===== config.mk =====
export PLATFORM = sky130hd
export DESIGN_NAME = rit_ram
export DESIGN_NICKNAME = d
export VERILOG_FILES = /design/src/rtl/rit_ram.sv
export SDC_FILE = /design/constraint.sdc
export NUM_CORES = 1
export LEC_CHECK = 0
export BUFFER_PORTS_ARGS = -buffer_cell sky130_fd_sc_hd__buf_2
export CORE_MARGIN = 8
export CORE_UTILIZATION = 53
export DETAILED_ROUTE_END_ITERATION = 8
export PLACE_DENSITY = 0.7
export SLEW_MARGIN = 15
export SYNTH_ARGS = -nofsm -noshare
export SYNTH_HDL_FRONTEND = slang
export SYNTH_SLANG_ARGS = --single-unit

===== constraint.sdc =====
create_clock -name clk -period 2.35 [get_ports clk]
set_clock_uncertainty 0.05 [all_clocks]
set_input_delay 0.235 -clock clk [delete_from_list [all_inputs] [get_ports clk]]
set_output_delay 0.235 -clock clk [all_outputs]
set_load 0.01 [all_outputs]

===== src/rtl/rit_ram.sv =====
`default_nettype none
module rit_ram #(
  parameter int WIDTH = 16,
  parameter int DEPTH = 32
) (
  input  wire logic                     clk,
  input  wire logic                     we,
  input  wire logic [$clog2(DEPTH)-1:0] waddr,
  input  wire logic [WIDTH-1:0]         wdata,
  input  wire logic                     re,
  input  wire logic [$clog2(DEPTH)-1:0] raddr,
  output logic      [WIDTH-1:0]         rdata
);

  logic [WIDTH-1:0] mem [DEPTH];

  // one write port, one registered read port
  always_ff @(posedge clk) begin
    if (we) begin
      mem[waddr] <= wdata;
    end
    if (re) begin
      rdata <= mem[raddr];
    end
  end

endmodule
`default_nettype wire


==> reports/results.ini, run 1 <==
[run_status]
status=finished clean

[place]
dpl_cell_area_sq_mm=0.0219
io_buffers=44
finalWeightedCongestion=0.886
dp_hpwl_mm=28.0
dp_cells=1725

[floorplanning]
num_rows=72
die_w_microns=214
dieArea_sq_mm=0.0456
io_pins=45
fp.dieH_microns=214
core_sq_mm=0.0386
initial_core_util_pct=53.7

[setup_path]
crit_chain=mux2i_1 -> a22o_1 -> nor3_1 -> a31oi_1 -> nand3_1
required_ns=2.60
crit_type=reg2reg
max_stage_delay_ns=0.43
cp_top_family=compound AO/OA/AOI/OAI gates
endpoint_kind=flip-flop
r2r_cells=5
start_kind=flip-flop
crit_fanout=1
arrival_ns=1.88
critPathSlowestCell=a31oi_1
cp.depth=5
critPathBufInv=0

[yosys]
ys_seq_elements=528
yosys.area.top_type=edfxtp_1
synth_common_cells=edfxtp_1 (528), mux2i_1 (256), a22oi_1 (64), nand3_1 (34)
ys_dominant_reg_cell=edfxtp_1
synth_edf_count=528
syn_area_per_cell_sq_um=18.1
syn_nets=1172
syn_area_sq_mm=0.0207
netlist_instances=1143
synth.most_common_cell=edfxtp_1
synthTopCellsByArea=edfxtp_1 (77%), mux2i_1 (12%), a22oi_1 (2.3%)
yosys_warnings=0
synth_cell_types=25
ys_seq_area_share_pct=76.6
synthDominantCellAreaShare_pct=76.6
async_flop_share_pct=0

[finish]
design_area_sq_mm=0.0236
stdcell_count=1821
multi_input_area_sq_mm=0.00432
drive_above_1_share_pct=16.3
nFillCells=2775
area_growth_pct=13.9
layout.nets=1289
regArea_sq_mm=0.0159

[clocking]
cts-root-buf=clkbuf_16
h-tree-depth=2
clk_pin_slew_ns=0.06
postCtsSetupRepairBufs=0
cts_buffers=51
hold_buffers=0
clockBufferDepth=3
insertion_delay_ns=0.57
cts.sinks=528
cts-resized-gates=0
cts_tree=built

[global_routing]
antenna_found_initial=1
grt_first_pass_wirelength_mm=67.9
first_global_vias=10681
grt-ovfl-total=0
grtUsageTotal_pct=20.3
grt_start_max_net_pins=55

[routing]
drt-total-wl_mm=46.5
ant_nets=0
drt-wirelength-per-cell_microns=25.6
drt-initial-drc-count=1118
drc_errors=0
vias=10876
drtPass1Iterations=5
avgViaCountPerCell=5.97

[power_and_ir_drop]
p_per_area_mw_per_mm2=839
power.leakage_nw=8.34
total_power_w=0.0198
vdd_drop_max_uv=823

[timing]
tightest_slew_ns=0.722
fin_setup_tns_ns=0
slew_violations=0
slew-limit-headroom_pct=51.9
fin_crit_sh_pct=69.7
period_needed_ns=1.64
setup_violations=0
rsz0062_at_grt=no
hold_viol=0
max_freq_mhz=610

[hold_path]
hp-class=in2reg
min_path_cells=1

[flow_run]
cap_viol_max_count=0

## cell families after synthesis
family	after synthesis	synth area share, %
DFF	528	76.6
muxes	256	12.4
and+or+nand+nor	148	3.46
AOI/OAI and AO/OA	144	4.93
buffers and inverters	67	2.61
## worst reg2reg max path, cell delays in order (launching register included)
cell      delay [ns]
edfxtp_1        0.36
mux2i_1         0.14
a22o_1          0.18
nor3_1          0.08
a31oi_1         0.43
nand3_1         0.12
## cells in the final DEF (no fill, tap or decap), types with 2 or more instances in the layout
master,Yosys,routed
nor2b_4,0,2
clkinv_2,0,12
buf_12,5,14
nand2b_1,2,2
edfxtp_1,528,528
a22oi_1,64,64
mux2i_1,256,256
buf_2,19,43
nor3_1,16,16
bufinv_16,0,7
or3b_2,3,3
a22o_1,32,32
nand3b_1,5,5
nand2_1,33,33
buf_4,19,73
nand3_1,34,34
clkbuf_1,12,6
clkbuf_16,0,52
a31oi_1,16,16
nor2_1,33,33
nand4_1,16,16
a21oi_1,32,32
clkinv_1,0,15
## flip-flops by register name, indices dropped and copies added (netlist names)
name,cells
rdata,16
mem,512
## final cells by class
cell class	count	share of cell area, %
Tap cell	518	2.75
Sequential cell	528	67.3
Multi-Input combinational cell	548	18.3
Clock inverter	37	1.52
Clock buffer	58	5.62
Antenna cell	1	0.0106
Timing Repair Buffer	131	4.49
## stage by stage
stage | worst slack [ns] | hold slack, ns | utilization, %
after global placement | 0.327 | 0.614 | 56.7
after global routing | 0.551 | 0.0729 | 61.1
after floorplan | 0.325 | 0.284 | -
after detailed placement | 0.322 | 0.600 | 56.7
final | 0.712 | 0.0869 | 61.1
after CTS | 0.727 | 0.0673 | 61.1
## power breakdown
group,leakage [nW],switching (W),internal (W)
Sequential,4.77,0.0000399,0.0105
Clock,0.829,0.00334,0.00480
Combinational,2.74,0.000703,0.000375
Total,8.34,0.00409,0.0157
## layer usage
metal	up-vias	share of wire, %	wire length (microns)	GRT usage [%]
met2	493	47	21800	32.5
li1	4821	-	-	-
met5	-	0.028	13	0
met3	96	9.0	4170	4.69
met1	5464	41	19100	27.5
met4	2	3.0	1420	6.83
## final timing paths
kind                            startpoint   endpoint  slack [ns]
worst max-delay path             mem[1][5]   rdata[5]        0.71
worst min-delay path                    re  rdata[12]        0.09
worst max register to register   mem[1][5]   rdata[5]        0.71
worst min register to register  mem[16][3]   rdata[3]        0.64
Power figures use the tool's default switching activity.
==> run 2, diff against run 1 <==
PLACE_DENSITY = 0.73   (was 0.7)
clock period = 1.4 ns   (was 2.35 ns; I/O delays follow)
==> run 2 against run 1 <==
  * Hold slack worse by 0.027 ns
  * Register-to-register slack worse by 0.82 ns
  * Non-clock buffer count grew 55
  * Highest routed layer is now met4
  * The flow now finishes with violations (negative setup slack)
  * Routed wire length grew 3.3%
==> reports/results.ini, run 2 (same netlist as run 1, synthesis figures left out) <==
[place]
dp_hpwl_mm=29.0  ; +3.8%
finalWeightedCongestion=0.792  ; -11%
io_buffers=44  ; unchanged

[global_routing]
antenna_found_initial=0  ; -1
grt_start_max_net_pins=33  ; -40%
grt-ovfl-total=0  ; unchanged
grtUsageTotal_pct=21.3  ; +0.99 points
first_global_vias=11394  ; +6.7%
grt_first_pass_wirelength_mm=72.2  ; +6.3%

[timing]
slew_violations=0  ; unchanged
rsz0062_at_grt=yes
max_freq_mhz=665  ; +9.0%
hold_viol=0  ; unchanged
slew-limit-headroom_pct=56.3  ; +4.4 points
period_needed_ns=1.50  ; -0.135 ns
holdWs_ns=0.0594  ; -0.0274 ns
fin_crit_sh_pct=107  ; +38 points
layout_setup_ws_ns=-0.103  ; -0.815 ns
tightest_slew_ns=0.655  ; -0.0664 ns
setup_violations=14  ; +14

[setup_path]
arrival_ns=1.78  ; -0.10 ns
crit_fanout=1  ; unchanged
required_ns=1.68  ; -0.92 ns
r2r_cells=6  ; +1
max_stage_delay_ns=0.37  ; -0.06 ns
reg2reg_from=mem[5][7]
crit_type=reg2reg
cp_top_family=flip-flops
reg2reg_slack_ns=-0.10  ; -0.82 ns
critPathSlowestCell=edfxtp_1
start_kind=flip-flop
endpoint_kind=flip-flop
crit_chain=mux2i_1 -> a22o_1 -> nor3_1 -> a31oi_1 -> buf_4 -> nand3_4
critPathBufInv=1  ; +1
timing.rr.end=rdata[7]

[power_and_ir_drop]
power.leakage_nw=8.80  ; +5.5%
p_int_w=0.0265  ; +69%
total_power_w=0.0335  ; +69%
swShare_pct=20.8  ; +0.18 points
p_sw_w=0.00698  ; +71%
vdd_drop_max_uv=1120  ; +36%
clock_power_share_pct=40.5  ; -0.7 points
p_comb_share_pct=6.6  ; +1.1 points
p_seq_share_pct=52.9  ; -0.5 points
p_per_area_mw_per_mm2=1340  ; +60%

[finish]
final_util_pct=64.7  ; +3.6 points
final_common_cell=edfxtp_1
layout.nets=1343  ; +4.2%
drive_above_1_share_pct=23.1  ; +6.9 points
area_growth_pct=20.5
reg_top3=mem x512, rdata x16
largest_register_ffs=512  ; unchanged
top_register=mem
nFillCells=2584  ; -6.9%
final_cell_mix=edfxtp_1 (528), mux2i_1 (254), buf_4 (70)
antenna_cells=0  ; -1

[clocking]
clockBufferDepth=3  ; unchanged
cts_tree=built
cts_buffers=50  ; -2.0%
cts-root-buf=clkbuf_16
clk_pin_slew_ns=0.06  ; about the same
insertion_delay_ns=0.58  ; about the same
h-tree-depth=2  ; unchanged
cts.sinks=528  ; unchanged
postCtsSetupRepairBufs=0  ; unchanged

[routing]
drt-wirelength-per-cell_microns=25.7  ; +0.55%
vias=11285  ; +3.8%
drt-initial-drc-count=1153  ; +3.1%
avgViaCountPerCell=6.03  ; +0.99%
drc_errors=0  ; unchanged
ant_nets=0  ; unchanged
drt-total-wl_mm=48.1  ; +3.3%
drtPass1Iterations=5  ; unchanged

[floorplanning]
core_sq_mm=0.0386  ; unchanged
num_rows=72  ; unchanged
die_w_microns=214  ; unchanged
initial_core_util_pct=53.7  ; unchanged
dieArea_sq_mm=0.0456  ; unchanged
fp.dieH_microns=214  ; unchanged
io_pins=45  ; unchanged

[hold_path]
hold_start=wdata[9]
hp-class=in2reg
min_path_cells=2  ; +1
min_to=mem[30][9]

[flow_run]
cap_viol_max_count=0  ; unchanged

[run_status]
violations=negative setup slack
status=complete, but fails checks

## run 2: worst max path at each step
stage,from,end,slack [ns],cells after the start
CTS,mem[5][7],rdata[7],-0.09,6
floorplan,waddr[2],mem[27][0],-0.20,2
detailed placement,raddr[0],rdata[9],-0.64,9
global placement,raddr[0],rdata[9],-0.66,9
global route,mem[3][7],rdata[7],-0.14,6
finish,mem[5][7],rdata[7],-0.10,6
## run 2: area by class of cell
cell class,count,area [sq um],share of cell area (%)
Clock buffer,58,1300,5.22
Clock inverter,33,350,1.40
Multi-Input combinational cell,548,4670,18.7
Sequential cell,528,15900,63.6
Tap cell,518,648,2.60
Timing Repair Buffer,186,2120,8.52
## run 2: power by group through the flow
stage | registers, W | clock network [W] | logic (W)
global placement | 0.0180 | 0 | 0.00205
floorplan | 0.0180 | 0 | 0.00103
detailed placement | 0.0180 | 0 | 0.00209
finish | 0.0177 | 0.0136 | 0.00219
CTS | 0.0177 | 0.0137 | 0.00217
global route | 0.0177 | 0.0142 | 0.00232
## run 2: what timing repair did
item,in CTS,in global routing
pin swaps,18,18
hold buffers,7,0
resized for setup,28,10
endpoints found under the setup margin,16,16
cloned,0,0
hold endpoints to repair,208,0
## run 2: through the flow
step	setup WS, ns	cell area (sq um)	setup TNS, ns	std cells
floorplan	-0.195	20900	-54.74	1143
global placement	-0.660	23100	-21.06	1780
detailed placement	-0.643	23100	-24.78	1780
CTS	-0.0888	24900	-0.865	1871
global route	-0.142	24900	-1.62	1871
finish	-0.103	24900	-0.739	1871
## run 2: routing by layer
layer | GRT usage [%] | wire length (microns) | up-vias
li1 | - | - | 4928
met5 | 0 | 0 | -
met1 | 29.8 | 19500 | 5716
met2 | 34.6 | 23200 | 562
met4 | 6.59 | 1300 | 0
met3 | 3.14 | 4080 | 79
